**src/hw/rtl/wast_pkg.sv**
```systemverilog
package wast_pkg;

  // Defaults for the top-level parameters
  localparam int SLOTS_DEF       = 8;
  localparam int FIRE_WINDOW_DEF = 60;

  // Firings reported by one tick at most
  localparam int MAX_FIRES  = 8;
  localparam int FIRE_CNT_W = $clog2(MAX_FIRES + 1);

  // Field widths
  localparam int MODE_W   = 3;
  localparam int ID_W     = 8;
  localparam int TIME_W   = 6;
  localparam int WEEK_W   = 8;
  localparam int TASK_W   = 16;
  localparam int SEC_W    = 17;
  localparam int WDAY_W   = 3;
  localparam int STATUS_W = 3;

  // Stream payload widths, padded to whole bytes
  localparam int IN_TDATA_W  = 72;
  localparam int OUT_TDATA_W = 32;

  // Time constants
  localparam int SECS_PER_MIN  = 60;
  localparam int MINS_PER_HOUR = 60;
  localparam int HOURS_PER_DAY = 24;
  localparam int SECS_PER_HOUR = 60 * 60;
  localparam int DAYS_PER_WEEK = 7;

  localparam logic [WEEK_W-1:0] TODAY_ONLY = 8'h80;

  typedef enum logic [MODE_W-1:0] {
    MODE_TICK   = 3'd0,
    MODE_ADD    = 3'd1,
    MODE_SET    = 3'd2,
    MODE_OPEN   = 3'd3,
    MODE_CLOSE  = 3'd4,
    MODE_DELETE = 3'd5
  } mode_t;

  typedef enum logic [STATUS_W-1:0] {
    ST_OK       = 3'd0,
    ST_REPEAT   = 3'd1,
    ST_NO_SLOT  = 3'd2,
    ST_BAD_TIME = 3'd3,
    ST_FULL     = 3'd4
  } status_t;

  typedef enum logic [2:0] {
    S_IDLE,
    S_DECODE,
    S_TGT,
    S_PRIME,
    S_SCAN,
    S_TICK_END,
    S_FINISH
  } state_t;

  // Controller to datapath
  typedef struct packed {
    logic load;        // capture the request
    logic rd_tgt;      // read the target slot
    logic scan_start;  // clear scan state, read slot zero
    logic scan_step;   // evaluate the slot on the read port
    logic tick_end;    // emit the final tick result
    logic finish;      // apply the command and emit its result
  } wast_cmd_t;

  // Datapath to controller
  typedef struct packed {
    logic [MODE_W-1:0] mode;
    logic              time_bad;
    logic              id_bad;
    logic              scan_last;
    logic              stall;
    logic              out_free;
  } wast_stat_t;

endpackage

```
**src/hw/rtl/wast_ram.sv**
```systemverilog
module wast_ram #(
  parameter int WIDTH = 8,
  parameter int DEPTH = 8,
  localparam int ADDR_W = (DEPTH > 1) ? $clog2(DEPTH) : 1
) (
  input  logic              clk,
  input  logic              we,
  input  logic [ADDR_W-1:0] waddr,
  input  logic [WIDTH-1:0]  wdata,
  input  logic [ADDR_W-1:0] raddr,
  output logic [WIDTH-1:0]  rdata
);

  logic [WIDTH-1:0] mem [DEPTH];

  always_ff @(posedge clk) begin
    if (we) begin
      mem[waddr] <= wdata;
    end
    rdata <= mem[raddr];
  end

endmodule

```
**src/hw/rtl/wast_ctrl.sv**
```systemverilog
module wast_ctrl (
  input  logic                 clk,
  input  logic                 rst,
  input  logic                 s_tvalid,
  output logic                 s_tready,
  input  wast_pkg::wast_stat_t stat,
  output wast_pkg::wast_cmd_t  cmd
);

  import wast_pkg::*;

  state_t state, state_next;

  always_ff @(posedge clk) begin
    if (rst) begin
      state <= S_IDLE;
    end else begin
      state <= state_next;
    end
  end

  always_comb begin
    state_next = state;
    cmd        = '0;
    s_tready   = 1'b0;
    unique case (state)
      S_IDLE: begin
        s_tready = 1'b1;
        cmd.load = s_tvalid;
        if (s_tvalid) begin
          state_next = S_DECODE;
        end
      end
      S_DECODE: begin
        unique case (stat.mode) inside
          MODE_TICK: state_next = S_PRIME;
          MODE_ADD:  state_next = stat.time_bad ? S_FINISH : S_PRIME;
          MODE_SET:  state_next = (stat.time_bad || stat.id_bad) ? S_FINISH : S_TGT;
          default:   state_next = S_FINISH;
        endcase
      end
      S_TGT: begin
        cmd.rd_tgt = 1'b1;
        state_next = S_PRIME;
      end
      S_PRIME: begin
        cmd.scan_start = 1'b1;
        state_next     = S_SCAN;
      end
      S_SCAN: begin
        cmd.scan_step = 1'b1;
        if (!stat.stall && stat.scan_last) begin
          state_next = (stat.mode == MODE_TICK) ? S_TICK_END : S_FINISH;
        end
      end
      S_TICK_END: begin
        if (stat.out_free) begin
          cmd.tick_end = 1'b1;
          state_next   = S_IDLE;
        end
      end
      S_FINISH: begin
        if (stat.out_free) begin
          cmd.finish = 1'b1;
          state_next = S_IDLE;
        end
      end
      default: state_next = S_IDLE;
    endcase
  end

endmodule

```
**src/hw/rtl/wast_dp.sv**
```systemverilog
module wast_dp #(
  parameter int SLOTS       = wast_pkg::SLOTS_DEF,
  parameter int FIRE_WINDOW = wast_pkg::FIRE_WINDOW_DEF
) (
  input  logic                          clk,
  input  logic                          rst,
  input  wast_pkg::wast_cmd_t           cmd,
  output wast_pkg::wast_stat_t          stat,
  input  logic                          fire_enable,
  input  logic [wast_pkg::MODE_W-1:0]   in_mode,
  input  logic [wast_pkg::ID_W-1:0]     in_slot_id,
  input  logic [wast_pkg::TIME_W-1:0]   in_hour,
  input  logic [wast_pkg::TIME_W-1:0]   in_minute,
  input  logic [wast_pkg::TIME_W-1:0]   in_second,
  input  logic [wast_pkg::WEEK_W-1:0]   in_week_mask,
  input  logic [wast_pkg::TASK_W-1:0]   in_task_tag,
  input  logic [wast_pkg::SEC_W-1:0]    in_second_of_day,
  input  logic [wast_pkg::WDAY_W-1:0]   in_weekday,
  output logic                          out_valid,
  input  logic                          out_ready,
  output logic [wast_pkg::STATUS_W-1:0] out_status,
  output logic [wast_pkg::ID_W-1:0]     out_slot_index,
  output logic                          out_fired,
  output logic [wast_pkg::TASK_W-1:0]   out_fired_task,
  output logic                          out_last
);

  import wast_pkg::*;

  localparam int IDX_W = (SLOTS > 1) ? $clog2(SLOTS) : 1;
  localparam int SUM_W = SEC_W + 1;
  localparam int REC_W = SEC_W + TASK_W;

  // Captured request
  logic [MODE_W-1:0] mode_q;
  logic [ID_W-1:0]   id_q;
  logic [TIME_W-1:0] hour_q, min_q, sec_q;
  logic [WEEK_W-1:0] wk_q;
  logic [TASK_W-1:0] tag_q;
  logic [SEC_W-1:0]  now_q;
  logic [WDAY_W-1:0] wday_q;

  // Slot storage
  logic [SLOTS-1:0]  enabled, armed, wk_vld, rec_vld;
  logic              wk_rv, rec_rv;
  logic [WEEK_W-1:0] wk_raw, wk_wdata, rd_wk;
  logic [REC_W-1:0]  rec_raw, rec_wdata;
  logic [SEC_W-1:0]  rd_sec;
  logic [TASK_W-1:0] rd_task;
  logic [IDX_W-1:0]  rd_addr, wr_addr;
  logic              wk_we, rec_we;

  // Scan state
  logic [IDX_W-1:0]      scan_idx, scan_nxt, tgt, free_idx, pend_idx;
  logic                  scan_last, step_go, stall;
  logic                  dup, free_fnd, pend_vld;
  logic [FIRE_CNT_W-1:0] fire_cnt;
  logic [TASK_W-1:0]     pend_task, tgt_task;

  // Derived request values
  logic [SEC_W-1:0]  secs_in;
  logic              time_bad, id_bad;
  logic              is_tick, is_add, is_set;

  // Tick evaluation
  logic              midnight, today, ar_eff, en_eff, in_win, day_ok, fire;
  logic              ar_new, en_new;
  logic [WEEK_W-1:0] daybit;
  logic [SUM_W-1:0]  win_hi;

  // Completion
  status_t           fin_status;
  logic              add_ok, set_ok, out_free;

  always_ff @(posedge clk) begin
    if (cmd.load) begin
      mode_q <= in_mode;
      id_q   <= in_slot_id;
      hour_q <= in_hour;
      min_q  <= in_minute;
      sec_q  <= in_second;
      wk_q   <= in_week_mask;
      tag_q  <= in_task_tag;
      now_q  <= in_second_of_day;
      wday_q <= in_weekday;
    end
  end

  assign secs_in = SEC_W'(hour_q) * SEC_W'(SECS_PER_HOUR)
                 + SEC_W'(min_q) * SEC_W'(SECS_PER_MIN) + SEC_W'(sec_q);
  assign time_bad = (hour_q >= TIME_W'(HOURS_PER_DAY)) || (min_q >= TIME_W'(MINS_PER_HOUR))
                 || (sec_q >= TIME_W'(SECS_PER_MIN));
  assign id_bad  = {1'b0, id_q} >= (ID_W + 1)'(SLOTS);
  assign tgt     = id_q[IDX_W-1:0];
  assign is_tick = mode_q == MODE_TICK;
  assign is_add  = mode_q == MODE_ADD;
  assign is_set  = mode_q == MODE_SET;

  // Read port: target slot, or walk the slots in order; hold the address on a stall
  assign scan_last = scan_idx == IDX_W'(SLOTS - 1);
  assign scan_nxt  = scan_last ? '0 : scan_idx + 1'b1;

  always_comb begin
    if (cmd.rd_tgt) begin
      rd_addr = tgt;
    end else if (cmd.scan_step) begin
      rd_addr = stall ? scan_idx : scan_nxt;
    end else begin
      rd_addr = '0;
    end
  end

  wast_ram #(.WIDTH(WEEK_W), .DEPTH(SLOTS)) u_week_ram (
    .clk   (clk),
    .we    (wk_we),
    .waddr (wr_addr),
    .wdata (wk_wdata),
    .raddr (rd_addr),
    .rdata (wk_raw)
  );

  wast_ram #(.WIDTH(REC_W), .DEPTH(SLOTS)) u_rec_ram (
    .clk   (clk),
    .we    (rec_we),
    .waddr (wr_addr),
    .wdata (rec_wdata),
    .raddr (rd_addr),
    .rdata (rec_raw)
  );

  // Never-written entries read as zero (free slot)
  assign rd_wk   = wk_rv ? wk_raw : '0;
  assign rd_sec  = rec_rv ? rec_raw[SEC_W-1:0] : '0;
  assign rd_task = rec_rv ? rec_raw[REC_W-1:SEC_W] : '0;

  // Tick: midnight re-arm and today-only close folded into the per-slot step
  assign midnight = now_q == '0;
  assign daybit   = (wday_q < WDAY_W'(DAYS_PER_WEEK)) ? (WEEK_W'(1) << wday_q) : '0;
  assign today    = rd_wk == TODAY_ONLY;
  assign ar_eff   = armed[scan_idx] | midnight;
  assign en_eff   = enabled[scan_idx] & ~(midnight & today);
  assign win_hi   = SUM_W'(rd_sec) + SUM_W'(FIRE_WINDOW);
  assign in_win   = (rd_wk != '0) && en_eff && ar_eff && (now_q >= rd_sec)
                 && (SUM_W'(now_q) <= win_hi);
  assign day_ok   = ((rd_wk & daybit) != '0) || today;
  assign fire     = cmd.scan_step && is_tick && in_win && day_ok && fire_enable
                 && (fire_cnt < FIRE_CNT_W'(MAX_FIRES));
  assign ar_new   = (in_win && (fire || !day_ok)) ? 1'b0 : ar_eff;
  assign en_new   = (fire && today) ? 1'b0 : en_eff;

  assign out_free = !out_valid || out_ready;
  assign stall    = fire && pend_vld && !out_free;
  assign step_go  = cmd.scan_step && !stall;

  always_comb begin
    unique case (mode_q) inside
      MODE_ADD: begin
        if (time_bad)       fin_status = ST_BAD_TIME;
        else if (dup)       fin_status = ST_REPEAT;
        else if (!free_fnd) fin_status = ST_FULL;
        else                fin_status = ST_OK;
      end
      MODE_SET: begin
        if (time_bad)       fin_status = ST_BAD_TIME;
        else if (id_bad)    fin_status = ST_NO_SLOT;
        else if (dup)       fin_status = ST_REPEAT;
        else                fin_status = ST_OK;
      end
      MODE_OPEN, MODE_CLOSE, MODE_DELETE: begin
        fin_status = id_bad ? ST_NO_SLOT : ST_OK;
      end
      default: fin_status = ST_OK;
    endcase
  end

  assign add_ok    = is_add && (fin_status == ST_OK);
  assign set_ok    = is_set && (fin_status == ST_OK);
  assign wr_addr   = is_add ? free_idx : tgt;
  assign wk_we     = cmd.finish && (add_ok || set_ok || (mode_q == MODE_DELETE && !id_bad));
  assign wk_wdata  = (mode_q == MODE_DELETE) ? '0 : wk_q;
  assign rec_we    = cmd.finish && (add_ok || set_ok);
  assign rec_wdata = is_add ? {tag_q, secs_in} : {tgt_task, secs_in};

  // Control state
  always_ff @(posedge clk) begin
    if (rst) begin
      enabled   <= '0;
      armed     <= '0;
      wk_vld    <= '0;
      rec_vld   <= '0;
      wk_rv     <= 1'b0;
      rec_rv    <= 1'b0;
      scan_idx  <= '0;
      dup       <= 1'b0;
      free_fnd  <= 1'b0;
      pend_vld  <= 1'b0;
      fire_cnt  <= '0;
      out_valid <= 1'b0;
    end else begin
      wk_rv  <= wk_vld[rd_addr];
      rec_rv <= rec_vld[rd_addr];
      if (wk_we) begin
        wk_vld[wr_addr] <= 1'b1;
      end
      if (rec_we) begin
        rec_vld[wr_addr] <= 1'b1;
      end

      if (cmd.scan_start) begin
        scan_idx <= '0;
        dup      <= 1'b0;
        free_fnd <= 1'b0;
        pend_vld <= 1'b0;
        fire_cnt <= '0;
      end else if (step_go) begin
        if (!scan_last) begin
          scan_idx <= scan_nxt;
        end
        if (is_add) begin
          if (rd_sec == secs_in && rd_wk == wk_q && rd_task == tag_q) dup <= 1'b1;
          if (!free_fnd && rd_wk == '0) free_fnd <= 1'b1;
        end
        if (is_set && rd_sec == secs_in && rd_task == tgt_task) begin
          dup <= 1'b1;
        end
        if (is_tick) begin
          enabled[scan_idx] <= en_new;
          armed[scan_idx]   <= ar_new;
          if (fire) begin
            pend_vld <= 1'b1;
            fire_cnt <= fire_cnt + 1'b1;
          end
        end
      end

      if (cmd.finish) begin
        case (mode_q) inside
          MODE_ADD: begin
            if (add_ok) begin
              enabled[free_idx] <= 1'b1;
              armed[free_idx]   <= 1'b1;
            end
          end
          MODE_SET: begin
            if (set_ok) armed[tgt] <= 1'b1;
          end
          MODE_OPEN: begin
            if (!id_bad) begin
              enabled[tgt] <= 1'b1;
              armed[tgt]   <= 1'b1;
            end
          end
          MODE_CLOSE: begin
            if (!id_bad) enabled[tgt] <= 1'b0;
          end
          MODE_DELETE: begin
            if (!id_bad) begin
              enabled[tgt] <= 1'b0;
              armed[tgt]   <= 1'b0;
            end
          end
          default: ;
        endcase
      end

      if ((step_go && fire && pend_vld) || cmd.tick_end || cmd.finish) begin
        out_valid <= 1'b1;
      end else if (out_ready) begin
        out_valid <= 1'b0;
      end
    end
  end

  // Scan payload and output register
  always_ff @(posedge clk) begin
    if (cmd.scan_start) begin
      tgt_task <= rd_task;
    end
    if (step_go && is_add && !free_fnd && rd_wk == '0) begin
      free_idx <= scan_idx;
    end
    if (step_go && fire) begin
      pend_idx  <= scan_idx;
      pend_task <= rd_task;
    end

    if (step_go && fire && pend_vld) begin
      out_status     <= ST_OK;
      out_slot_index <= ID_W'(pend_idx);
      out_fired      <= 1'b1;
      out_fired_task <= pend_task;
      out_last       <= 1'b0;
    end else if (cmd.tick_end) begin
      out_status     <= ST_OK;
      out_slot_index <= pend_vld ? ID_W'(pend_idx) : '0;
      out_fired      <= pend_vld;
      out_fired_task <= pend_vld ? pend_task : '0;
      out_last       <= 1'b1;
    end else if (cmd.finish) begin
      out_status     <= fin_status;
      out_slot_index <= add_ok ? ID_W'(free_idx) : '0;
      out_fired      <= 1'b0;
      out_fired_task <= '0;
      out_last       <= 1'b1;
    end
  end

  assign stat.mode      = mode_q;
  assign stat.time_bad  = time_bad;
  assign stat.id_bad    = id_bad;
  assign stat.scan_last = scan_last;
  assign stat.stall     = stall;
  assign stat.out_free  = out_free;

endmodule

```
**src/hw/rtl/weekly_alarm_slot_table_core.sv**
```systemverilog
// Sequence: each request is decoded; set then reads its target slot; add, set and tick
//   walk every slot in order before completing, while open, close, delete and rejected
//   add/set complete right after decode. A new request is taken only once the previous
//   result is registered; the walk over the slots goes through the single read
//   port of the slot memories. A result waits on m_tready, and a tick with several
//   firings also waits on m_tready for each result past the first.
// Reset (rst, synchronous): every slot reads as free at once through per-slot valid bits,
//   and is closed and disarmed, no clearing pass; fire_enable returns to 1.
module weekly_alarm_slot_table_core #(
  parameter int SLOTS       = wast_pkg::SLOTS_DEF,
  parameter int FIRE_WINDOW = wast_pkg::FIRE_WINDOW_DEF
) (
  input  logic                                clk,
  input  logic                                rst,
  // Request stream
  input  logic                                s_tvalid,
  output logic                                s_tready,
  // [7:0] slot_id, [13:8] alarm_hour, [19:14] alarm_minute, [25:20] alarm_second,
  // [33:26] week_mask, [49:34] task_tag, [66:50] second_of_day, [69:67] weekday
  input  logic [wast_pkg::IN_TDATA_W-1:0]     s_tdata,
  // [2:0] mode
  input  logic [wast_pkg::MODE_W-1:0]         s_tuser,
  // Result stream
  output logic                                m_tvalid,
  input  logic                                m_tready,
  // [2:0] status, [10:3] slot_index, [26:11] fired_task
  output logic [wast_pkg::OUT_TDATA_W-1:0]    m_tdata,
  // [0] fired
  output logic                                m_tuser,
  output logic                                m_tlast,
  // Configuration port
  input  logic                                psel,
  input  logic                                penable,
  input  logic                                pwrite,
  input  logic [2:0]                          paddr,
  input  logic [31:0]                         pwdata,
  output logic [31:0]                         prdata,
  output logic                                pready
);

  import wast_pkg::*;

  // Register index, taken from paddr[2] (one 32-bit register at byte address 0)
  localparam logic REG_FIRE_ENABLE = 1'b0;

  logic       fire_enable;
  wast_cmd_t  cmd;
  wast_stat_t stat;

  logic [STATUS_W-1:0] out_status;
  logic [ID_W-1:0]     out_slot_index;
  logic [TASK_W-1:0]   out_fired_task;

  // fire_enable: 0 holds matching slots armed and silent
  assign pready = 1'b1;

  always_ff @(posedge clk) begin
    if (rst) begin
      fire_enable <= 1'b1;
    end else if (psel && penable && pwrite && paddr[2] == REG_FIRE_ENABLE) begin
      fire_enable <= pwdata[0];
    end
  end

  assign prdata = (paddr[2] == REG_FIRE_ENABLE) ? {31'b0, fire_enable} : '0;

  // Controller: sequences decode, target read, slot walk and completion
  wast_ctrl u_ctrl (
    .clk      (clk),
    .rst      (rst),
    .s_tvalid (s_tvalid),
    .s_tready (s_tready),
    .stat     (stat),
    .cmd      (cmd)
  );

  // Datapath: request capture, slot memories, per-slot checks, result register
  wast_dp #(.SLOTS(SLOTS), .FIRE_WINDOW(FIRE_WINDOW)) u_dp (
    .clk              (clk),
    .rst              (rst),
    .cmd              (cmd),
    .stat             (stat),
    .fire_enable      (fire_enable),
    .in_mode          (s_tuser),
    .in_slot_id       (s_tdata[7:0]),
    .in_hour          (s_tdata[13:8]),
    .in_minute        (s_tdata[19:14]),
    .in_second        (s_tdata[25:20]),
    .in_week_mask     (s_tdata[33:26]),
    .in_task_tag      (s_tdata[49:34]),
    .in_second_of_day (s_tdata[66:50]),
    .in_weekday       (s_tdata[69:67]),
    .out_valid        (m_tvalid),
    .out_ready        (m_tready),
    .out_status       (out_status),
    .out_slot_index   (out_slot_index),
    .out_fired        (m_tuser),
    .out_fired_task   (out_fired_task),
    .out_last         (m_tlast)
  );

  // Pack the result; pad the upper bits with zeros
  assign m_tdata = {5'b0, out_fired_task, out_slot_index, out_status};

endmodule
```
**config.mk**
```make
export PLATFORM = sky130hd
export DESIGN_NAME = weekly_alarm_slot_table_core
export DESIGN_NICKNAME = d
export VERILOG_FILES = /design/src/hw/rtl/wast_pkg.sv /design/src/hw/rtl/wast_ram.sv /design/src/hw/rtl/wast_ctrl.sv /design/src/hw/rtl/wast_dp.sv /design/src/hw/rtl/weekly_alarm_slot_table_core.sv
export SDC_FILE = /design/constraint.sdc
export NUM_CORES = 1
export LEC_CHECK = 0
export BUFFER_PORTS_ARGS = -buffer_cell sky130_fd_sc_hd__buf_2
export CAP_MARGIN = 20
export CORE_AREA = 3 3 265 398
export CTS_CLUSTER_DIAMETER = 30
export CTS_CLUSTER_SIZE = 40
export DETAILED_ROUTE_END_ITERATION = 10
export DIE_AREA = 0 0 268 401
export PLACE_DENSITY_LB_ADDON = 0.1
export SLEW_MARGIN = 20
export SYNTH_ARGS = -nofsm -noshare
export SYNTH_HDL_FRONTEND = slang
export SYNTH_SLANG_ARGS = --single-unit
export TNS_END_PERCENT = 5
```
**constraint.sdc**
```tcl
create_clock -name clk -period 6.65 [get_ports clk]
set_input_delay 1.6625 -clock clk [delete_from_list [all_inputs] [get_ports clk]]
set_output_delay 1.6625 -clock clk [all_outputs]
set_load 0.02 [all_outputs]
```
Yosys cells after proc, flatten, opt, wreduce, memory -nomap -nowiden:

Memory sizes are Yosys's and may differ from the RTL's. A register that Yosys moved wholly into a read port is not among the register bits.
Cells that the tools add are included.
Widths: inputs -> output; s select.

* $mul: 2
* $add $sub $neg: 5
* reductions and logical operators: 74
* multiplexer cells: 105
* shifts and indexed selects: 1
* magnitude comparators: 17
* bitwise gates (word level): 16
* equality and inequality tests: 20

Operators with widths (number)
* $mux 8: 32
* $mux 16: 5
* $mux 3: 16
* $or 8x8->8: 6
* $logic_and 1x1->1: 37
* $mux 1: 33
* $mux 33: 1
* $eq 16x16->1: 2
* $and 8x8->8: 3
* $lt 3x4->1 const B: 5
* $add 17x6->18 const B: 1
* $eq 3x3->1 const B: 6
* $le 17x18->1: 1
* $pmux 3 s3: 2
* $pmux 3 s6: 1
* $add 17x12->17: 1
* $add 17x6->17: 1
* $eq 17x17->1: 1
* $ge 17x17->1: 1
* $logic_not 17->1: 1
* $mux 17: 1
* $bwmux 8: 2
* $reduce_bool 8->1: 2
* $mul 6x8->13 const B: 1
* 33 further kinds: 78

* output and inout port bits: 69
* bits of input ports: 117
* memories: 2
* flip-flop bits (word level): 189
* RAM bits: 328
* logic and storage cells: 275

Memory list
* u_dp.u_rec_ram.mem: depth 8, width 33, rd ports 1, clocked after memory_dff 1, wr ports 1, RTL line wast_ram.sv:14 `logic [WIDTH-1:0] mem [DEPTH];`
* u_dp.u_week_ram.mem: depth 8, width 8, rd ports 1, clocked after memory_dff 1, wr ports 1, RTL line wast_ram.sv:14

Logic depth before layout (Yosys ltp):

Gate-level depths: netlist of run 1.

* word-level depth: 29
* depth in mapped cells: 29
* depth with buffers taken out: 21

Modules after synthesis:

From an unflattened synthesis of run 1, not the netlist that was laid out.

* cells, all modules: 1733
* area total of the unflattened synthesis: 25471.9 um2

Modules (own cells, without submodules)
* wast_dp: area an instance 11519.8 um2, instances 1, cells an instance 1112, seq. area each 4904.7 um2
* wast_ram (u_dp.u_rec_ram): area an instance 10640.2 um2, instances 1, cells an instance 427, seq. area each 8588.2 um2
* wast_ram (u_dp.u_week_ram): area an instance 2691.3 um2, instances 1, cells an instance 114, seq. area each 2082.0 um2
* weekly_alarm_slot_table_core: area an instance 352.8 um2, instances 1, cells an instance 45, seq. area each 20.0 um2
* wast_ctrl: area an instance 267.8 um2, instances 1, cells an instance 35, seq. area each 60.1 um2

Worst setup path after synthesis of run 1:

Ideal clock, no wire load.

* path type: reg2reg
* start: reg u_dp.rec_rv
* end: reg u_dp.u_week_ram.rdata[6], read port of u_dp.u_week_ram.mem
* slack: 717 ps
* period minus slack after synthesis: 5933 ps
* path buffers: 9
* library setup time: 121 ps
* stages on the path, launching flop included: 30
* data required time: 6529 ps
* data arrival time: 5812 ps
* cells stage by stage: dfxtp_1 > buf_4 > clkbuf_1 > clkbuf_1 > clkbuf_1 > clkbuf_1 > nand2_1 > ha_1 > nand3_1 > and4_1 > and4_1 > and4_1 > and4_1 > nand4_1 > xnor2_1 > ha_1 > nand3_1 > nor3_1 > a22o_1 > a211oi_2 > or4_4 > or2_1 > buf_4 > o211a_1 > buf_6 > buf_6 > buf_6 > a21oi_2 > a32oi_1 > mux2_2

* cells in the longest elaborated chain, start to end: 13
* elaborated cells between the ends (all ways): 15
* those cells by class: add/sub: 1; order compare: 2; mux: 4; reduce/logical: 8

RTL lines
* start: declaration: RTL line wast_dp.sv:45 `logic wk_rv, rec_rv;`
* start signal: assignment: RTL line wast_dp.sv:201 `rec_rv <= rec_vld[rd_addr];`
* $mux 17 *: RTL line wast_dp.sv:133 `assign rd_sec = rec_rv ? rec_raw[SEC_W-1:0] : '0;`
* $add 17x6->18 / $ge 17x17->1 (equally long branches): RTL line wast_dp.sv:142, wast_dp.sv:143
* $le 17x18->1 / $logic_and 1x1->1 (equally long branches): RTL line wast_dp.sv:144, wast_dp.sv:143
* $logic_and 1x1->1 *: RTL line wast_dp.sv:144 `&& (SUM_W'(now_q) <= win_hi);`
* $logic_and 1x1->1 * (3 in series): RTL line wast_dp.sv:146 `assign fire = cmd.scan_step && is_tick && in_win && day_ok && fire_enable`
* $logic_and 1x1->1 *: RTL line wast_dp.sv:147 `&& (fire_cnt < FIRE_CNT_W'(MAX_FIRES));`
* $logic_and 1x1->1 * (2 in series): RTL line wast_dp.sv:152 `assign stall = fire && pend_vld && !out_free;`
* $mux 3 *: RTL line wast_dp.sv:107 `rd_addr = stall ? scan_idx : scan_nxt;`
* $mux 3 *: RTL line wast_dp.sv:106 `end else if (cmd.scan_step) begin`
* $mux 3 *: RTL line wast_dp.sv:104 `if (cmd.rd_tgt) begin`
* end: declaration: RTL line wast_ram.sv:11 `output logic [WIDTH-1:0] rdata`

Mark *: on every way between the ends. The rest lies on a longest branch, timed or not.
A chain may end at the register's enable or synchronous reset.

Final worst setup path of run 1:

* start: reg u_dp.min_q[2]
* end: reg u_dp.dup

* cells in the longest elaborated chain, start to end: 8
* elaborated cells between the ends (all ways): 12
* those cells by class: add/sub: 2; mul: 1; eq/ne: 1; mux: 1; reduce/logical: 7

RTL lines
* start: declaration: RTL line wast_dp.sv:37 `logic [TIME_W-1:0] hour_q, min_q, sec_q;`
* start signal: assignment: RTL line wast_dp.sv:80 `min_q <= in_minute;`
* $mul 6x4->10 *: RTL line wast_dp.sv:90 `+ SEC_W'(min_q) * SEC_W'(SECS_PER_MIN) + SEC_W'(sec_q);`
* $add 17x12->17 *: RTL line wast_dp.sv:90
* $add 17x6->17 *: RTL line wast_dp.sv:90
* $eq 17x17->1 *: RTL line wast_dp.sv:220, wast_dp.sv:223
* $logic_and 1x1->1, on equally long branches (2 in series): RTL line wast_dp.sv:223, wast_dp.sv:220
* $reduce_bool 2->1 (no source line)
* $reduce_and 3->1 (no source line)
* end signal: assignment: RTL line wast_dp.sv:211 `dup <= 1'b0;`
* end signal: assignment: RTL line wast_dp.sv:220 `if (rd_sec == secs_in && rd_wk == wk_q && rd_task == tag_q) dup <= 1'b1;`
* end signal: assignment: RTL line wast_dp.sv:224 `dup <= 1'b1;`
* end: declaration: RTL line wast_dp.sv:56 `logic dup, free_fnd, pend_vld;`

Marks and branches as above.

==> metrics.md, run 1 <==
| Metric | Value |
|---|---|
| Hold Crit Class | reg -> reg |
| Final Instance Area | 31800 um^2 |
| Crit-path cells | fa_1, inv_1, fa_1, inv_1, ha_1, a21o_1, a21oi_1, o21bai_1, a21oi_1, o21bai_1, a21oi_1, xnor2_1, ha_1, ha_1, nand3_1, o22ai_1, o311ai_0, xnor2_1, xnor2_1, or4_1, o31ai_1 |
| Area occupied by multi-input gates | 9020 um^2 |
| Cts hold-fix bufs | 0 |
| Critical Path Source Type | flip-flop |
| Cts repair resizes | 0 |
| DR vias/cell | ~4.6 |
| Period utilization | 0.908 |
| Die ar. | ~110000 um^2 |
| Pin count of the biggest net entering global routing | ~130 |
| Reg2Reg Depth | 21 |
| Num ports | between 150 and 200 |
| CTS tree | yes |
| Clk slew on worst S/H paths | approximately 0.05 ns |
| Critical path's slowest cell | xnor2_1 |
| Cells after synthesis | 2164 |
| GRT Total Usage | 0.141 |
| Design Power | about 20 mW |
| Pins Over Slew Limit | 0 |
| Die X | around 270 um |
| Longest Clk Path Bufs | 3 |
| Area of the mapped netlist | around 26000 um^2 |
| Peak Freq | between 150 and 200 MHz |
| Drt wl/cell | 20.2 um |
| 1st-iter DRT viols | about 910 |
| Final core occ | 0.310 |
| Crit path largest cell delay | between 0.7 and 0.8 ns |
| DRC viols | 0 |
| Die height | about 400 um |
| Post-synth EDFFs | about 460 |
| Worst Path Required | ~7.3 ns |
| Max Cap Violations | 0 |
| Slew @ Worst Pin | between 1 and 1.5 ns |
| Total CTS buffers | 119 |
| Leak Pwr | around 12 nW |
| IO Port Bufs | 108 |
| Post-CTS Setup Repair Bufs | 0 |
| Clock latency on the worst-skew pair | 0.71 ns |
| Nets@finish | between 2000 and 3000 |
| Routed wire length | approximately 76 mm |
| Maximum VDD drop | roughly 0.00056 V |
| Grt total ovfl | 0 |
| Global-route wire length before repair | 113 mm |
| Via count | about 17000 |
| Starting Density | 0.249 |
| Clock Sinks | between 500 and 600 |
| Crit path time final | slightly above 6 ns |
| WP data arrival | about 6.6 ns |
| Ant diodes | 0 |
| Yosys warns | 0 |
| Placement Setup Slack | approximately 0.61 ns |
| Setup Viol. Count Final | 0 |
| Vias in the first global route | ~18000 |
| Status | finished, final reports clean |
| Worst Hold Depth | 1 |
| Netlist cell types | 78 |
| Row Count | roughly 140 |
| Worst Setup End Kind | flip-flop |
| Placeable core area | about 100000 um^2 |
| Hpwl dp | 49.2 mm |
| Worst slew margin relative to its limit | 0.253 |
| H-tree levels | 3 |
| Fraction of layout cells with a size suffix above 1 | 0.174 |
| Area Growth Syn to Fin | 24.7% |
| Share of the synthesized area in the top cell type | 0.539 |
| Synth area leaders | edfxtp_1 (54%), dfxtp_1 (7.5%), nand2_1 (6.8%) |
| Avg Inst Size Synth | 11.8 um^2 |
| DRT antenna net count | 0 |
| Crit-path max FO | 9 |
| Fin Clk Skew | approximately 0.043 ns |
| Crit Path Class | reg -> reg |
| Number of synthesized register bits | approximately 550 |
| Register area share after synthesis | 0.614 |
| Main synth FF type | edfxtp_1 |
| FFs w/ async S/R, synth | 0 |
| Synth area leader | edfxtp_1 |
| Final Hold Fails | 0 |
| Clk root buf | clkbuf_16 |
| Setup TNS | 0 ns |
| Final Wtd Congestion | 0.812 |
| RSZ-0062 raised after global routing | no |
| First-pass DRT Iterations | 5 |
| Fillers | slightly above 10000 |
| FF/Latch Area | approximately 16000 um^2 |
| Power Density | between 600 and 700 nW/um^2 |
| Antenna violations before repair | 0 |
| Placed cell areas | ~28000 um^2 |
| Final setup margin | around 0.61 ns |
[cells in the final DEF, fill, tap and decap left out, types with 60 or more instances in the layout]
cell type | Yosys | routed
inv_1 | 67 | 67
dfxtp_1 | 95 | 94
buf_2 | 34 | 108
clkbuf_16 | 0 | 119
nand2_1 | 465 | 465
edfxtp_1 | 458 | 458
a21oi_1 | 98 | 98
o21ai_0 | 63 | 60
ha_1 | 89 | 89
nor2_1 | 99 | 91
[power by group]
part           leakage [nW]  internal [mW]  switching (mW)
sequential             4.95           5.67           0.500
clock                  2.02           4.22            1.98
combinational          4.60           2.71            4.56
total                  11.6           12.6            7.04
[worst max-delay path, delay by kind of cell, from the launching register on]
family          cells  cell delay, ns
fa+ha+maj           5            2.00
flops               1            0.52
compound gates      9            1.63
xor+xnor            3            1.08
buf+inv             2            0.12
simple gates        2            0.56
[per-stage QoR]
stage	cells	hold slack (ns)
finish	3744	0.449
global route	3744	0.496
CTS	3743	0.454
detailed placement	3516	0.444
global placement	3515	0.448
floorplan	2204	0.427
[Yosys cell counts, types with 5 or more instances]
master / n
and4_1: 5
buf_2: 34
or3_1: 10
nor2b_1: 8
o211ai_1: 9
o31ai_1: 9
a31oi_1: 6
mux2i_1: 24
o221a_2: 40
o21a_1: 5
a221oi_1: 18
a22oi_1: 13
and2_1: 44
xor2_1: 30
a21oi_1: 98
o21ai_0: 63
a21o_1: 8
inv_1: 67
o21bai_1: 8
nand2_1: 465
buf_4: 47
nand3_1: 33
nor4_1: 12
o22ai_1: 16
clkbuf_1: 63
edfxtp_1: 458
dfxtp_1: 95
nand2b_1: 14
a211oi_1: 5
fa_1: 17
xnor2_1: 39
ha_1: 89
a32oi_1: 45
nor3_1: 25
nand3b_1: 12
nand4_1: 50
a22o_1: 8
nor2_1: 99
[registers in the layout (all words and copies together), names as in the netlist, 16 cells and up]
signal                flops
u_dp.u_rec_ram.mem      264
u_dp.u_week_ram.mem      64
u_dp.u_rec_ram.rdata     33
u_dp.now_q               17
u_dp.out_fired_task      16
u_dp.pend_task           16
u_dp.tag_q               16
u_dp.tgt_task            16
[per-layer routing]
layer / track usage / part of all wire
met3: 0.0268 / 0.044
met5: 0 / 0
met2: 0.251 / 0.51
met1: 0.165 / 0.41
met4: 0.0596 / 0.035
[final timing paths]
check	from	slack [ns]	end
worst max-delay path	u_dp.min_q[2]	0.61	u_dp.dup
worst min-delay path	u_dp.out_fired	0.45	u_dp.out_fired
worst max register to register	u_dp.min_q[2]	0.61	u_dp.dup
worst min register to register	u_dp.out_fired	0.45	u_dp.out_fired
[final cells by class]
cell class | instances | share of cell area
Clock buffer | 145 | 0.0989
Clock inverter | 82 | 0.0358
Inverter | 67 | 0.00791
Multi-Input combinational cell | 1433 | 0.284
Sequential cell | 553 | 0.492
Tap cell | 1314 | 0.0517
Timing Repair Buffer | 150 | 0.0298
[cell families (layout without fill, tap and decap cells)]
| group | after synthesis | after routing | share of synthesized area |
|---|---|---|---|
| compound gates | 385 | 385 | 0.108 |
| xor+xnor | 69 | 69 | 0.0237 |
| fa+ha+maj | 106 | 106 | 0.0570 |
| buf+inv | 218 | 444 | 0.0418 |
| flops | 553 | 553 | 0.614 |
| mux | 29 | 29 | 0.0130 |
| other cells | 2 | 42 | 0.000294 |
| simple gates | 802 | 802 | 0.142 |
Note: power is estimated with default switching activity, not from simulation.
==> run 2, diff against run 1 <==
Settings changed: CAP_MARGIN 20 to 0, CORE_AREA 3 3 265 398 to 3 3 265 397, DIE_AREA 0 0 268 401 to 0 0 268 400, SYNTH_HIERARCHICAL set to 1.
==> metrics.md, run 2 <==
| Metric | Value |
|---|---|
| Pin count of the biggest net entering global routing | 55 |
| Setup TNS | 0 ns |
| Leak Pwr | approximately 11 nW |
| First-pass DRT Iterations | 5 |
| Area Growth Syn to Fin | 24.1% |
| Total CTS buffers | about 120 |
| Starting Density | 0.250 |
| Setup Viol. Count Final | 0 |
| Final core occ | 0.311 |
| Die X | roughly 270 um |
| Global-route wire length before repair | 107 mm |
| Final Instance Area | approximately 32000 um^2 |
| Post-synth EDFFs | approximately 460 |
| Hold Startpoint | u_dp/out_fired |
| Maximum VDD drop | 0.000612 V |
| Power Density | 610 nW/um^2 |
| Worst Hold Depth | 1 |
| FF-to-FF Start | u_dp/min_q[2] |
| Num ports | between 150 and 200 |
| Clk root buf | clkbuf_16 |
| Worst Setup End Kind | flip-flop |
| Clock share of power | 0.301 |
| Fraction of layout cells with a size suffix above 1 | 0.247 |
| Hold path endpoint | u_dp/out_fired |
| Final Hold Fails | 0 |
| Number of synthesized register bits | ~550 |
| Clk slew on worst S/H paths | ~0.05 ns |
| Max Cap Violations | 0 |
| Die height | about 400 um |
| Placement Setup Slack | roughly 0.94 ns |
| Final Wtd Congestion | a little under 0.8 |
| Max reg flops | roughly 260 |
| RSZ-0062 raised after global routing | no |
| Area occupied by multi-input gates | about 9000 um^2 |
| DRT antenna net count | 0 |
| Top reg by flops | u_dp/u_rec_ram/mem |
| Most instantiated cells after synthesis | edfxtp_1 (458), nand2_1 (115), nor2_1 (104), dfxtp_1 (95), ha_1 (89) |
| Switching part of the total | 0.365 |
| Netlist cell types | 94 |
| Design Power | roughly 19 mW |
| Cts hold-fix bufs | 0 |
| Hold Crit Class | reg -> reg |
| Crit path time final | 5.66 ns |
| Power share of the combinational group | 0.383 |
| DR vias/cell | between 4 and 5 |
| Internal power | between 10 and 15 mW |
| Reg2Reg Depth | 21 |
| Switch Pwr | 7.04 mW |
| Register share of total power | 0.316 |
| FFs w/ async S/R, synth | 0 |
| Fillers | 10100 |
| CP bufs+invs | 2 |
| Clock latency on the worst-skew pair | between 0.7 and 0.8 ns |
| Crit Path Class | reg -> reg |
| Critical Path Most Common Cell | ha_1 |
| Final setup margin | just under 1 ns |
| Status | finished, final reports clean |
| Slew @ Worst Pin | 0.961 ns |
| Worst Path Required | ~7.3 ns |
| Ant diodes | 0 |
| Hpwl dp | 49.3 mm |
| IO Port Bufs | between 100 and 150 |
| Peak Freq | roughly 180 MHz |
| WL met1 | 29.0 mm |
| Period utilization | 0.852 |
| Post-CTS Setup Repair Bufs | 0 |
| Drt wl/cell | ~22 um |
| Pins Over Slew Limit | 0 |
| Avg Inst Size Synth | approximately 15 um^2 |
| Cell with the most instances after synthesis | edfxtp_1 |
| Routed wire length | 72.5 mm |
| Area of the mapped netlist | between 20000 and 30000 um^2 |
| Via count | 15200 |
| H-tree levels | 3 |
| DRC viols | 0 |
| Main synth FF type | edfxtp_1 |
| Met2 WL | between 30 and 40 mm |
| 1st-iter DRT viols | ~900 |
| Fin Clk Skew | 0.0395 ns |
| Crit-path cells | fa_1, inv_1, fa_1, inv_1, ha_1, a21o_1, a21oi_1, o21bai_1, a21oi_1, xnor2_1, ha_1, ha_1, or2_2, and2_1, o221ai_1, a21boi_0, nor2_1, xor2_1, xnor2_1, nor4_1, a31o_2 |
| Placeable core area | between 100000 and 150000 um^2 |
| Delay-heaviest family, CP | adder cells |
| Worst slew margin relative to its limit | 0.353 |
| Vias in the first global route | about 16000 |
| Row Count | ~140 |
| Biggest regs | u_dp/u_rec_ram/mem (264), u_dp/u_week_ram/mem (64), u_dp/u_rec_ram/rdata (33) |
| Critical Path Source Type | flip-flop |
| Placed cell areas | roughly 28000 um^2 |
| GRT Total Usage | 0.137 |
| Clock Sinks | 553 |
| Top Metal Used | met4 |
| Register area share after synthesis | 0.615 |
| Critical path's slowest cell | xor2_1 |
| Cells after synthesis | 1733 |
| WHS | roughly 0.46 ns |
| Dpl cells | 3119 |
| Synth area leaders | edfxtp_1 (54%), dfxtp_1 (7.5%), mux4_2 (5.7%) |
| Worst R2R End | u_dp/dup |
| Crit-path max FO | 9 |
| Crit path largest cell delay | about 0.6 ns |
| Cts repair resizes | 0 |
| Yosys warns | 6 |
| WP data arrival | around 6.3 ns |
| Most common cell after layout, fill and taps aside | edfxtp_1 |
| Share of the synthesized area in the top cell type | 0.540 |
| Antenna violations before repair | 2 |
| Longest Clk Path Bufs | 3 |
| Nets@finish | between 2000 and 2500 |
| Most frequent cells in the layout | edfxtp_1 (458), clkbuf_16 (115), nand2_1 (115) |
| FF/Latch Area | 15700 um^2 |
| CTS tree | yes |
| Die ar. | 107000 um^2 |
| Met3 WL post-DR | about 3.2 mm |
| Synth area leader | edfxtp_1 |
| R2R setup slack | 0.99 ns |
| Grt total ovfl | 0 |
| Final Non-Filler Cells | around 3300 |
-- run 2: how the worst max path moves through the flow --
stage / startpoint / to / cells past startpoint
after floorplan: m_tready / u_dp/u_rec_ram/mem[4][0] / 9
after global placement: u_dp/u_rec_ram/rdata[3] / u_dp/u_rec_ram/rdata[16] / 20
after detailed placement: u_dp/rec_rv / u_dp/u_week_ram/rdata[3] / 19
after CTS: u_dp/rec_rv / u_dp/u_week_ram/rdata[3] / 19
after global routing: u_dp/min_q[2] / u_dp/dup / 21
final: u_dp/min_q[2] / u_dp/dup / 21
-- run 2: layout make-up --
type / count / area share
clock inverter: 85 / 0.0311
inverter: 69 / 0.00827
tap: 1305 / 0.0516
multi-input combinational: 1038 / 0.287
sequential: 553 / 0.495
timing repair buffer: 154 / 0.0312
clock buffer: 134 / 0.0955
-- run 2: metal layers --
layer / up-vias / track usage
met3: 100 / 0.0252
met1: 7669 / 0.156
met5: - / 0
met2: 401 / 0.252
met4: 0 / 0.0500
li1: 6995 / -
-- run 2: power by group through the flow --
| stage | Combinational (mW) | Clock [mW] | Sequential, mW |
|---|---|---|---|
| floorplan | 5.06 | 0 | 5.98 |
| global placement | 7.52 | 0 | 6.16 |
| detailed placement | 7.58 | 0 | 6.15 |
| CTS | 7.63 | 5.96 | 6.09 |
| global route | 8.29 | 6.15 | 6.12 |
| finish | 7.39 | 5.80 | 6.10 |
-- run 2: cell families (layout without fill, tap and decap cells) --
kind of cell | after synthesis | count (layout) | synth area share
buffers and inverters | 181 | 442 | 0.0374
xor gates and xnor gates | 75 | 75 | 0.0269
DFF | 553 | 553 | 0.615
adders and majority gates | 107 | 107 | 0.0575
muxes | 163 | 163 | 0.113
and+or+nand+nor | 432 | 432 | 0.0876
other | 3 | 42 | 0.000442
AOI/OAI and AO/OA | 219 | 219 | 0.0627
==> run 3, diff against run 2 <==
Settings changed: CTS_BUF_LIST set to sky130_fd_sc_hd__clkbuf_16, PLACE_DENSITY set to 0.4, PLACE_DENSITY_LB_ADDON 0.1 to unset.
==> metrics.md, run 3 (synthesis results as in run 2) <==
| Metric | Value |
|---|---|
| Status | finished, final reports clean |
| Crit path largest cell delay | a little under 0.6 ns |
| Setup TNS | 0 ns |
| Crit-path max FO | 32 |
| Via count | between 15000 and 20000 |
| Clock latency on the worst-skew pair | approximately 0.70 ns |
| Die height | about 400 um |
| Biggest regs | u_dp/u_rec_ram/mem (264), u_dp/u_week_ram/mem (64), u_dp/u_rec_ram/rdata (33) |
| IO Port Bufs | about 110 |
| Worst Path Required | approximately 7.2 ns |
| RSZ-0062 raised after global routing | no |
| Starting Density | 0.250 |
| Row Count | about 140 |
| WP data arrival | approximately 6.4 ns |
| Final Wtd Congestion | between 0.7 and 0.8 |
| Antenna violations before repair | 0 |
| Crit path time final | 5.81 ns |
| Vias in the first global route | approximately 16000 |
| Pin count of the biggest net entering global routing | 59 |
| Top reg by flops | u_dp/u_rec_ram/mem |
| First-pass DRT Iterations | 5 |
| Final Hold Fails | 0 |
| Slew @ Worst Pin | between 1 and 1.5 ns |
| Maximum VDD drop | 0.000578 V |
| Longest Clk Path Bufs | 3 |
| DRT antenna net count | 0 |
| Critical Path Source Type | flip-flop |
| Most common cell after layout, fill and taps aside | edfxtp_1 |
| Leak Pwr | 11.1 nW |
| Hold Crit Class | reg -> reg |
| Pins Over Slew Limit | 0 |
| Most frequent cells in the layout | edfxtp_1 (458), nand2_1 (115), buf_2 (108) |
| Total CTS buffers | 105 |
| Placeable core area | 102000 um^2 |
| H-tree levels | 3 |
| Fin Clk Skew | between 0.04 and 0.05 ns |
| Cts repair resizes | 0 |
| Hpwl dp | 47.3 mm |
| 1st-iter DRT viols | approximately 800 |
| Die X | ~270 um |
| DR vias/cell | around 4.5 |
| Global-route wire length before repair | a little over 100 mm |
| Worst Setup End Kind | flip-flop |
| Design Power | approximately 19 mW |
| Grt total ovfl | 0 |
| Clk slew on worst S/H paths | 0.05 ns |
| Post-CTS Setup Repair Bufs | 0 |
| Clock Sinks | between 500 and 600 |
| Area Growth Syn to Fin | 23.3% |
| Crit Path Class | reg -> reg |
| Cts hold-fix bufs | 0 |
| Drt wl/cell | roughly 21 um |
| GRT Total Usage | 0.130 |
| Clk root buf | clkbuf_16 |
| Power Density | about 600 nW/um^2 |
| Nets@finish | between 2000 and 2500 |
| Fraction of layout cells with a size suffix above 1 | 0.240 |
| DRC viols | 0 |
| Max Cap Violations | 0 |
| CP bufs+invs | 2 |
| Critical path's slowest cell | mux4_1 |
| Delay-heaviest family, CP | compound AO/OA/AOI/OAI gates |
| Period utilization | 0.873 |
| Max reg flops | 264 |
| Num ports | 186 |
| Worst slew margin relative to its limit | 0.285 |
| Routed wire length | 69.3 mm |
| Peak Freq | approximately 170 MHz |
| Setup Viol. Count Final | 0 |
| Crit-path cells | nand2_1, ha_1, nand3_1, and4_1, and4_1, nand3_1, nor3_1, nand4_1, xnor2_1, ha_1, a211o_1, a221o_1, o21ai_1, o2111ai_1, o211a_1, inv_4, buf_12, mux4_1, mux2_2 |
| CTS tree | yes |
| Die ar. | roughly 110000 um^2 |
==> run 3: changes by cell type in the layout (fill, tap and decap cells not counted), sizes merged <==
cell,change
clkbuf,-29
inv,+19
clkinv,-7
buf,-4
clkinvlp,-2
diode,+2
==> run 3: tightest hold or removal path, delay by kind of cell (launching register included) <==
family | cells | cell delay [ns]
AND/OR/NAND/NOR | 1 | 0.07
flip-flops | 1 | 0.32
AO/OA/AOI/OAI | 1 | 0.04
==> run 3: final cells by class <==
cell class,count,area [um^2]
tap,1305,1630
clock inverter,95,1130
antenna,2,5.00
timing repair buffer,150,1010
fill,10000,70400
multi-input combinational,1038,9080
clock buffer,105,2630
inverter,69,262
sequential,553,15700
==> run 3: report_power, final <==
group | internal (mW) | switching [mW] | leakage (nW)
Combinational | 2.59 | 4.47 | 4.29
Clock | 3.56 | 1.95 | 1.83
Sequential | 5.62 | 0.508 | 4.96
==> run 3: final timing paths <==
check	startpoint	to	slack, ns	cells after the start
max reg2reg	u_dp/rec_rv	u_dp/u_rec_ram/rdata[27]	0.84	19
max	u_dp/rec_rv	u_dp/u_rec_ram/rdata[27]	0.84	19
min	u_dp/wk_vld[7]	u_dp/wk_vld[7]	0.46	2
min reg2reg	u_dp/wk_vld[7]	u_dp/wk_vld[7]	0.46	2
==> run 3: metrics by stage <==
step                instance area (um^2)  setup WS, ns   util  hold WS, ns  instances
floorplan                          25600         0.509      -        0.429       1772
global placement                   27600         0.782  0.271        0.443       3113
detailed placement                 27600         0.764  0.272        0.455       3115
CTS                                31400         0.771  0.308        0.467       3315
global route                       31400         0.381  0.308        0.477       3315
finish                             31400         0.841  0.309        0.463       3317
==> run 3: routing by layer <==
layer	global-route usage	vias to the layer above	share of wire
li1	-	6962	-
met1	0.152	7590	0.41
met2	0.230	390	0.51
met3	0.0218	134	0.044
met4	0.0601	0	0.038
met5	0	-	0
